==> config.mk <==
export PLATFORM = sky130hd
export DESIGN_NAME = lmdu_front
export DESIGN_NICKNAME = d
export VERILOG_FILES = /design/src/rtl/lmdu_pkg.sv /design/src/rtl/lmdu_front.sv
export SDC_FILE = /design/constraint.sdc
export NUM_CORES = 1
export LEC_CHECK = 0
export ABC_CLOCK_PERIOD_IN_PS = 9100
export BUFFER_PORTS_ARGS = -buffer_cell sky130_fd_sc_hd__buf_4
export CAP_MARGIN = 25
export CORE_ASPECT_RATIO = 0.6
export CORE_MARGIN = 3
export CORE_UTILIZATION = 48
export DETAILED_ROUTE_END_ITERATION = 16
export PLACE_DENSITY_LB_ADDON = 0.15
export SYNTH_ARGS = -nofsm -noshare
export SYNTH_HDL_FRONTEND = slang
export SYNTH_SLANG_ARGS = --single-unit
==> constraint.sdc <==
create_clock -name vclk -period 9.1
set_input_delay 1.82 -clock vclk [all_inputs]
set_output_delay 1.82 -clock vclk [all_outputs]
set_load 0.03 [all_outputs]
==> src/rtl/lmdu_pkg.sv <==
// lmdu_pkg: shared types and constants for the long multiply / divide unit
// used by every module of the unit; depends on nothing

package lmdu_pkg;

	localparam int unsigned HALF_BITS  = 32;
	localparam int unsigned EXT_BITS   = 16;
	localparam int unsigned EXT_SIGNED = 11;
	localparam int unsigned EXT_WIDE   = 10;
	localparam int unsigned DIV_STEPS  = 64;

	typedef enum logic {
		FUNC_MUL = 1'b0,
		FUNC_DIV = 1'b1
	} func_t;

	typedef struct packed {
		logic                   func;
		logic [HALF_BITS-1:0]   source_operand;
		logic [EXT_BITS-1:0]    extension_word;
		logic [HALF_BITS-1:0]   low_reg_value;
		logic [HALF_BITS-1:0]   high_reg_value;
	} in_word_t;

	typedef struct packed {
		logic [HALF_BITS-1:0]   low_result;
		logic [HALF_BITS-1:0]   high_result;
		logic                   write_low;
		logic                   write_high;
		logic                   divide_by_zero;
	} out_word_t;

	// classified operation handed from front to back
	typedef struct packed {
		func_t                  op;
		logic                   sgn;
		logic                   wr_hi;
		logic                   dz;
		logic                   neg_q;
		logic                   neg_r;
		logic [HALF_BITS-1:0]   src;
		logic [2*HALF_BITS-1:0] num;
	} op_word_t;

endpackage

==> src/rtl/lmdu_front.sv <==
// lmdu_front: decodes the extension word and forms operand magnitudes for divide
// depends on lmdu_pkg

module lmdu_front (
	input  lmdu_pkg::in_word_t in_word,
	output lmdu_pkg::op_word_t op_word
);
	import lmdu_pkg::*;

	logic                   sgn;
	logic                   wide;
	logic [2*HALF_BITS-1:0] a;
	logic                   aneg;
	logic                   dneg;

	always_comb begin
		sgn  = in_word.extension_word[EXT_SIGNED];
		wide = in_word.extension_word[EXT_WIDE];
		if (wide) begin
			a = {in_word.high_reg_value, in_word.low_reg_value};
		end else begin
			a = {{HALF_BITS{sgn & in_word.low_reg_value[HALF_BITS-1]}},
				in_word.low_reg_value};
		end
		aneg = sgn & a[2*HALF_BITS-1];
		dneg = sgn & in_word.source_operand[HALF_BITS-1];
		op_word.op      = func_t'(in_word.func);
		op_word.sgn     = sgn;
		op_word.wr_hi   = wide & (in_word.extension_word[14:12] != in_word.extension_word[2:0]);
		op_word.dz      = (in_word.func == FUNC_DIV) && (in_word.source_operand == '0);
		op_word.neg_q   = aneg ^ dneg;
		op_word.neg_r   = aneg;
		if (in_word.func == FUNC_MUL) begin
			// multiply keeps raw operands, sign handled by extension
			op_word.num = {{HALF_BITS{1'b0}}, in_word.low_reg_value};
			op_word.src = in_word.source_operand;
		end else begin
			op_word.num = aneg ? (~a + 1'b1) : a;
			op_word.src = dneg ? (~in_word.source_operand + 1'b1) : in_word.source_operand;
		end
	end

endmodule

# ---- Yosys cells after proc, flatten, opt, wreduce, memory -nomap -nowiden
# Index checks and enable logic that the tools add are counted.
dict set report totals {
  ff_bits 0
  inputBits 113
}
dict set report op_classes {
  addsub 2
  n_eq_ne 1
  n_mux 4
  n_bitwise 7
  reduce_logical 2
}
# op count
set ops {}
lappend ops {{$mux W64} 2}
lappend ops {{$mux W96} 1}
lappend ops {{$add A64 B1 Y64 const B} 1}
lappend ops {{$not A64 Y64} 1}
lappend ops {{$add A32 B1 Y32 const B} 1}
lappend ops {{$logic_not A32 Y1} 1}
lappend ops {{$mux W32} 1}
lappend ops {{$not A32 Y32} 1}
lappend ops {{$and A1 B1 Y1} 4}
lappend ops {{$ne A3 B3 Y1} 1}
lappend ops {{$logic_and A1 B1 Y1} 1}
lappend ops {{$xor A1 B1 Y1} 1}

# ---- Depth between registers and ports, before layout
dict set report logic_depth {
  depth_word 6
  mapped_depth 8
  ltp_nobuf 7
}

# ---- Least setup slack after synthesis
# OpenSTA, ideal clock, no wires.
dict set report synth_path {
  path_kind {input to output}
  from {input in_word[47] (netlist name)}
  to {output op_word[51] (netlist name)}
  arrival_ps 4193
  t_required_ps 7280
  slack_ps 3087
  stages 4
  path_cell_list {or4_1 nor4_4 nand4_1 o311ai_0}
}
# item line
set synth_lines {}
lappend synth_lines {{start: declaration} lmdu_front.sv:5} ;# input lmdu_pkg::in_word_t in_word,
lappend synth_lines {{end: declaration} lmdu_front.sv:6} ;# output lmdu_pkg::op_word_t op_word

==> flow_metrics.tcl <==
set metrics [dict create \
    cp_data_required_time_ns 7.28 \
    maxSlewViolCount 0 \
    power_uw 316 \
    hp-start "in_word[80]" \
    timing.final.crit_share 0.687 \
    hold_path.class "input pin to output port" \
    yosysTopAreaCell "xnor2_1" \
    tns_ns 0 \
    remaining_drc_errors 0 \
    rows 22 \
    ys_warn_count 0 \
    crit_type "input pin to output port" \
    crit_path_end_kind "output port" \
    yosysSeqAreaShare 0 \
    n_clock_buffer 0 \
    areaGrowthSynthToFinish_pct 46.8 \
    num-nets-final 800 \
    layout-drive-gt1-share 0.350 \
    power.net_switching_uw 189 \
    clock_power_share 0 \
    fillers 514 \
    hold_viol_final 0 \
    multi_input_area_um2 3040 \
    synthTopCellsByArea "xnor2_1, a21oi_1, xor2_1, mux2i_1, nand2_1" \
    cp_max_fo 7 \
    whs_endpoint "op_word[64]" \
    antenna_cells 0 \
    fin_ws_ns 2.84 \
    hold_buffers 0 \
    dp_worst_setup_slack_ns 2.91 \
    drtPass1Iterations 5 \
    port-buffer-count 207 \
    maxSlewHeadroom 0.376 \
    die_y_um 69.7 \
    start_util 0.513 \
    avgSynthCellArea_um2 6.38 \
    coreArea_um2 6330 \
    grt_overflow 0 \
    p_per_area_nw_per_um2 66.2 \
    grt_pass1_wl_mm 21.1 \
    power_frac_seq 0 \
    setup_viol 0 \
    cts_resized 0 \
    seq_area_um2 0 \
    place_area_um2 4770 \
    syn_nets 624 \
    nFlopsAndLatches 0 \
    p_sw_frac 0.598 \
    cts_setup_buffers 0 \
    routed-via-count 4802 \
    io_pins 215 \
    max_slew.worst_pin.slew_ns 0.928 \
    drt_iter0_drc 560 \
    wire_per_inst_um 17.5 \
    gp_congestion 0.980 \
    hpwlAfterDp_mm 11.0 \
    p_leak_uw 0.00214 \
    drv_cap 0 \
    critPathLaunchType "input pin" \
    internal_power_uw 127 \
    drtAntennaViolNets 0 \
    p_comb_frac 1.000 \
    status "complete, no violations" \
    arrival_ns 4.44 \
    yosysMostFrequentCell "a21oi_1" \
    grt_start_max_net_pins 60 \
    vias_per_cell 6.26 \
    stdcell_area_um2 4770 \
    synth_top_area_share 0.0998 \
    antenna_found_initial 0 \
    min_period_ns 6.26 \
    synth_common_cells "a21oi_1, nand2_1, nor2_1" \
    ys_types 54 \
    max_freq_mhz 160 \
    die_w_um 112 \
    peakVddDrop_uv 49.9 \
    dieArea_um2 7820 \
    rsz0062_at_grt "no" \
    syn_area_um2 3250 \
    whs_path_depth 2 \
    track_usage 0.315 \
    routed_wl_mm 13.4 \
    grt_pass1_vias 4129 \
    synth_cells 509 \
]
critical path, stage by stage:
cell and delay (ns):
buf_4 0.14, nor4_1 0.69, nand4_1 0.38, nor4b_2 0.78
a31oi_1 0.20, mux2i_1 0.23, buf_4 0.19
power by group through the flow:
| stage | sequential, µW | combinational [µW] | clock, µW |
|---|---|---|---|
| final | 0 | 316 | 0 |
| after detailed placement | 0 | 313 | 0 |
| after CTS | 0 | 314 | 0 |
| after global routing | 0 | 335 | 0 |
| after global placement | 0 | 307 | 0 |
| after floorplan | 0 | 181 | 0 |
cell families after synthesis:
group                    after synthesis  synth area share
AND/OR/NAND/NOR                      238             0.422
multiplexers                          18            0.0559
buffers and inverters                 49            0.0648
XOR/XNOR                              65             0.175
AO/OA/AOI/OAI                        137             0.274
adder cells (fa/ha/maj)                2           0.00771
final cells by class:
class                           count  share of cell area
Multi-Input combinational cell    460               0.637
Timing Repair Buffer              210               0.331
Tap cell                           84              0.0221
Inverter                           13              0.0102
layer usage:
metal / GRT usage / up-vias / routed length (µm)
met3: 0.0305 / 18 / 1440
li1: - / 2251 / -
met1: 0.463 / 2196 / 5840
met5: 0 / - / 0
met2: 0.505 / 337 / 5970
met4: 0.0427 / 0 / 201
per-stage QoR:
stage | utilization | cells | hold WS, ns
5_1_grt | 0.753 | 767 | 3.90
3_3_place_gp | 0.753 | 767 | 3.89
4_1_cts | 0.753 | 767 | 3.89
3_5_place_dp | 0.753 | 767 | 3.89
6_report | 0.753 | 767 | 3.89
2_1_floorplan | - | 509 | 3.77
placed cells by master, fill, tap and decap left out, drive strengths merged, types with 3 or more instances in the layout:
master    n
buf     210
nor4b     8
and2      5
o21ai    18
nand2b    5
nor3b     8
nand4    11
o21a      5
nand3    12
or4      14
a21oi    50
inv      13
o31ai    19
xnor2    37
nor4     15
mux2i    17
nor3     33
or4b      3
a21o     17
nand4b    3
nor2     42
a31oi    11
and3      4
o41ai     8
nand2    44
or3      10
or2      14
xor2     28
worst max-delay path by stage:
stage | to | cells after the start | start
floorplan | op_word[51] | 4 | in_word[47]
finish | op_word[53] | 7 | in_word[53]
detailed placement | op_word[16] | 9 | in_word[33]
global placement | op_word[62] | 9 | in_word[33]
global route | op_word[26] | 9 | in_word[33]
CTS | op_word[16] | 9 | in_word[33]
No activity file was read; power rests on OpenSTA's default activity.
