File: src/rtl/lmdu_pkg.sv
// lmdu_pkg: shared types and constants for the long multiply / divide unit
// used by every module of the unit; depends on nothing

package lmdu_pkg;

	localparam int unsigned HALF_BITS  = 32;
	localparam int unsigned EXT_BITS   = 16;
	localparam int unsigned EXT_SIGNED = 11;
	localparam int unsigned EXT_WIDE   = 10;
	localparam int unsigned DIV_STEPS  = 64;

	typedef enum logic {
		FUNC_MUL = 1'b0,
		FUNC_DIV = 1'b1
	} func_t;

	typedef struct packed {
		logic                   func;
		logic [HALF_BITS-1:0]   source_operand;
		logic [EXT_BITS-1:0]    extension_word;
		logic [HALF_BITS-1:0]   low_reg_value;
		logic [HALF_BITS-1:0]   high_reg_value;
	} in_word_t;

	typedef struct packed {
		logic [HALF_BITS-1:0]   low_result;
		logic [HALF_BITS-1:0]   high_result;
		logic                   write_low;
		logic                   write_high;
		logic                   divide_by_zero;
	} out_word_t;

	// classified operation handed from front to back
	typedef struct packed {
		func_t                  op;
		logic                   sgn;
		logic                   wr_hi;
		logic                   dz;
		logic                   neg_q;
		logic                   neg_r;
		logic [HALF_BITS-1:0]   src;
		logic [2*HALF_BITS-1:0] num;
	} op_word_t;

endpackage

File: src/rtl/lmdu_fifo.sv
// lmdu_fifo: two-entry register queue between front and back
// depends on lmdu_pkg

module lmdu_fifo (
	input  logic               clk,
	input  logic               arst_n,
	input  logic               push,
	input  lmdu_pkg::op_word_t push_word,
	input  logic               pop,
	output logic               empty,
	output logic               full,
	output lmdu_pkg::op_word_t pop_word
);
	import lmdu_pkg::*;

	op_word_t   mem_q [2];
	logic       wr_ptr_q;
	logic       rd_ptr_q;
	logic [1:0] cnt_q;

	assign empty    = (cnt_q == 2'd0);
	assign full     = (cnt_q == 2'd2);
	assign pop_word = mem_q[rd_ptr_q];

	always_ff @(posedge clk) begin
		if (push) begin
			mem_q[wr_ptr_q] <= push_word;
		end
	end

	always_ff @(posedge clk or negedge arst_n) begin
		if (!arst_n) begin
			wr_ptr_q <= 1'b0;
			rd_ptr_q <= 1'b0;
			cnt_q    <= 2'd0;
		end else begin
			if (push) wr_ptr_q <= ~wr_ptr_q;
			if (pop)  rd_ptr_q <= ~rd_ptr_q;
			cnt_q <= cnt_q + {1'b0, push} - {1'b0, pop};
		end
	end

endmodule

File: config.mk
export PLATFORM = sky130hd
export DESIGN_NAME = lmdu_fifo
export DESIGN_NICKNAME = d
export VERILOG_FILES = /design/src/rtl/lmdu_pkg.sv /design/src/rtl/lmdu_fifo.sv
export SDC_FILE = /design/constraint.sdc
export NUM_CORES = 1
export LEC_CHECK = 0
export ABC_AREA = 1
export BUFFER_PORTS_ARGS = -buffer_cell sky130_fd_sc_hd__buf_2
export CORE_MARGIN = 4
export CORE_UTILIZATION = 30
export DETAILED_ROUTE_END_ITERATION = 7
export GPL_ROUTABILITY_DRIVEN = 0
export PLACE_DENSITY = 0.47
export SYNTH_ARGS = -nofsm -noshare
export SYNTH_HDL_FRONTEND = slang
export SYNTH_SLANG_ARGS = --single-unit
File: constraint.sdc
create_clock -name clk -period 10.4 [get_ports clk]
set_input_delay 0 -clock clk [delete_from_list [all_inputs] [get_ports clk]]
set_output_delay 0 -clock clk [all_outputs]
set_load 0.01 [all_outputs]
**Yosys cells after proc, flatten, opt, wreduce, memory -nomap -nowiden**

Memory sizes are Yosys's and may differ from the RTL's.
Index checks and enable logic that the tools add are counted.

- RAM bits: 204
- Output and inout bits: 104
- Word-level logic and storage cells: 12
- Bits of input ports: 106
- Memories kept: 1
- Flip-flop bits (word level): 4

Memory list:

| memory | words | width | read ports | clocked after memory_dff | write ports | RTL line | text |
|---|---|---|---|---|---|---|---|
| mem_q | 2 | 102 | 1 | 0 | 1 | lmdu_fifo.sv:16 | `op_word_t mem_q [2];` |

- $add $sub $neg: 2
- Muxes and demuxes: 2
- Bitwise gates (word level): 2
- Equal/unequal tests: 1
- Reduce and logical (&&, ||, !) cells: 1

Operator list:

| kind | count |
|---|---|
| adder 2 x 1 -> 2 bit | 1 |
| == test 2 bit, second input constant | 1 |
| logical NOT 2 bit | 1 |
| 2-to-1 mux 1 bit | 2 |
| inverter 1 bit | 2 |
| subtractor 2 x 1 -> 2 bit | 1 |

**Longest topological paths before layout**

- Depth in word-level cells: 2
- Depth in mapped cells: 7
- Depth with buffers taken out: 7

**Worst setup path before layout**

OpenSTA, ideal clock, no wires.

- Path kind: flip-flop to flip-flop
- Start: reg wr_ptr_q
- End: mem mem_q[0][0] (netlist bit) (enable)
- Buffers on the path: 0
- Setup slack: 5.177 ns
- Library setup time: 0.566 ns
- Required time: 9.834 ns
- Cell stages (with the launch flop): 2
- Arrival: 4.657 ns
- Clock period less this slack: 5.223 ns
- Path through: dfrtp_1 > nor2_1

RTL lines:

| element | RTL line | text |
|---|---|---|
| from (decl) | lmdu_fifo.sv:17 | `logic wr_ptr_q;` |
| from (signal assigned) | lmdu_fifo.sv:37 | `if (push) wr_ptr_q <= ~wr_ptr_q;` |
| to (decl) | lmdu_fifo.sv:16 |  |

No word-level cell before the write port.

==> impl_metrics.yaml <==
detailed_routing:
  vias: 5008
  drtIter0Drc: 207
  drt_wl_total_mm: 16.6
  route.detailed.drc: 0
  dr.pass1.iters: 4
  viasPerCell: 4.06
  antenna_left: 0
  wl_per_cell_um: 13.5
timing:
  fin_setup_tns_ps: 0
  whs_ps: 212
  fin_crit_sh_pct: 24.5
  slew_violations: 0
  maxSlewHeadroom_pct: 34.1
  rsz0062_at_grt: "false"
  fin_ws_ps: 7850
  tightestPinTransition_ps: 989
  fin_skew_ps: 13.3
  fmax_mhz: 392
  setup_violations: 0
  finalHoldViolations: 0
  min_period_ps: 2550
cts:
  clockRootBuffer: "clkbuf_16"
  ctsLongestPathBuffers: 3
  clock_latency_ps: 510
  htree_num_levels: 1
  cts.clk_slew.worst_paths_ps: 60
  cts_tree: "built"
  cts_buffers: 24
  cts.sinks: 208
  cts_resized: 0
floorplan:
  io_pins: 210
  die_w_um: 171
  rows: 59
  die-area_sq_mm: 0.0294
  initial_utilization_pct: 30.6
  core_sq_mm: 0.0261
  fp.dieH_um: 171
setup_path:
  crit_path_cell_trace: "buf_4, nand2_1, o21ai_2, buf_2"
  cp_slowest_cell: "dfrtp_4"
  worstPathMaxFanout: 74
  crit_family: "buffers and inverters"
  endpoint_kind: "output port"
  cp_slowest_stage_delay_ps: 790
  arrival_ps: 2550
  crit_type: "reg2out"
  cp_data_required_time_ps: 10400
  timing.critical_path.buf_inv: 2
  start_kind: "register"
synthesis:
  synth_area_leaders: "edfxtp_1, o21ai_2, inv_1"
  netlist_instances: 558
  yosysUniqueCellTypes: 16
  syn-cell-area_sq_mm: 0.00801
  synth_area_per_cell_sq_um: 14.4
  syn_nets: 666
  ys_seq_area_share_pct: 77.7
  yosys.area.top_type: "edfxtp_1"
  synth_seq_cells: 208
  yosys_warnings: 0
  netlist.area_leader.share_pct: 76.5
layout:
  nets: 989
  nFillCells: 2433
  layout-drive-gt1-share_pct: 33.0
  syn_to_final_growth_pct: 38.2
power:
  ir_drop_uv: 159
  leakage_nw: 4.66
  p_per_area_mw_per_mm2: 248
grt:
  grt.overflow.total: 0
  grtUsageTotal_pct: 10.9
  grt_pass1_wl_mm: 25.8
  first_global_vias: 5009
  grt_max_degree: 75
  antenna_found_initial: 1
status:
  outcome: "completed"
placed_design:
  io_buffers: 209
  hpwl_mm: 10.4
  dp_slack_ps: 8100
min_path:
  hp-class: "in2reg"
run:
  max_cap_violations: 0
-- power by group --
part           leakage, nW  internal, mW  switching [mW]
Clock                0.328         0.423           0.312
Combinational         2.37         0.300           0.528
Sequential            1.96          1.12          0.0658
Total                 4.66          1.84           0.905
-- Yosys cell counts, drive strengths merged --
cell type and number:
buf 19, clkbuf 4, dfrtp 4, edfxtp 204, ha 2, inv 109
nand2 108, nand3 1, nor2 3, o21ai 102, xor2 2
-- cells in the final DEF (no fill, tap or decap), drive strengths merged, types with 3 or more instances in the layout --
| cell type | instances |
|---|---|
| dlygate4sd3 | 106 |
| clkinv | 9 |
| dfrtp | 4 |
| edfxtp | 204 |
| o21ai | 102 |
| inv | 109 |
| nand2 | 108 |
| clkbuf | 31 |
| buf | 214 |
| nor2 | 3 |
-- cell type report --
type / count / area, sq um / area share (%)
flip-flops and latches: 208 / 6230 / 56.3
repair buffers: 320 / 2140 / 19.4
multi-input cells: 218 / 1170 / 10.6
clock buffers: 31 / 627 / 5.66
well taps: 335 / 419 / 3.79
inverters: 109 / 412 / 3.72
clock inverters: 11 / 63.8 / 0.577
diodes: 1 / 2.50 / 0.0226
-- repair_timing --
action / in CTS / in global routing
setup buffers: 0 / 0
hold buffers: 106 / 0
hold endpoints to repair: 212 / 0
-- state kept, by name (all words and copies together) (netlist names) --
signal / cells
rd_ptr_q: 1
cnt_q: 2
wr_ptr_q: 1
mem_q: 204
-- stage by stage --
| step | cell area [sq um] | std cells | power, mW | util [%] |
|---|---|---|---|---|
| global route | 11100 | 1233 | 2.94 | 42.4 |
| floorplan | 8010 | 558 | 1.75 | - |
| global placement | 9310 | 1084 | 2.02 | 35.6 |
| CTS | 11100 | 1232 | 2.81 | 42.3 |
| finish | 11100 | 1233 | 2.74 | 42.4 |
| detailed placement | 9310 | 1084 | 2.03 | 35.6 |
-- worst paths after layout --
kind / to / slack [ps] / startpoint / depth (start not counted)
setup / recovery: pop_word[70] / 7850 / rd_ptr_q$_DFFE_PN0P_ / 4
hold / removal: mem_q[1][36]$_DFFE_PP_ / 210 / push_word[36] / 2
setup reg to reg: mem_q[0][2]$_DFFE_PP_ / 8170 / wr_ptr_q$_DFFE_PN0P_ / 3
hold reg to reg: wr_ptr_q$_DFFE_PN0P_ / 550 / wr_ptr_q$_DFFE_PN0P_ / 1
max in group asynchronous: rd_ptr_q$_DFFE_PN0P_ / 9820 / arst_n / 3
min in group asynchronous: cnt_q[0]$_DFF_PN0_ / 380 / arst_n / 3
-- kinds of logic after synthesis --
kind of cell | after synthesis | synth area share, %
buffers and inverters | 132 | 7.75
adders and majority gates | 2 | 0.312
xor gates and xnor gates | 2 | 0.219
and+or+nand+nor | 112 | 5.26
AOI/OAI and AO/OA | 102 | 8.72
DFF | 208 | 77.7
-- routing by layer --
layer | global-route usage, % | wire length, um
met5 | 0 | 0
met2 | 19.1 | 8010
met1 | 12.5 | 6560
met4 | 2.89 | 413
met3 | 4.50 | 1640
No activity file was read; power rests on OpenSTA's default activity.
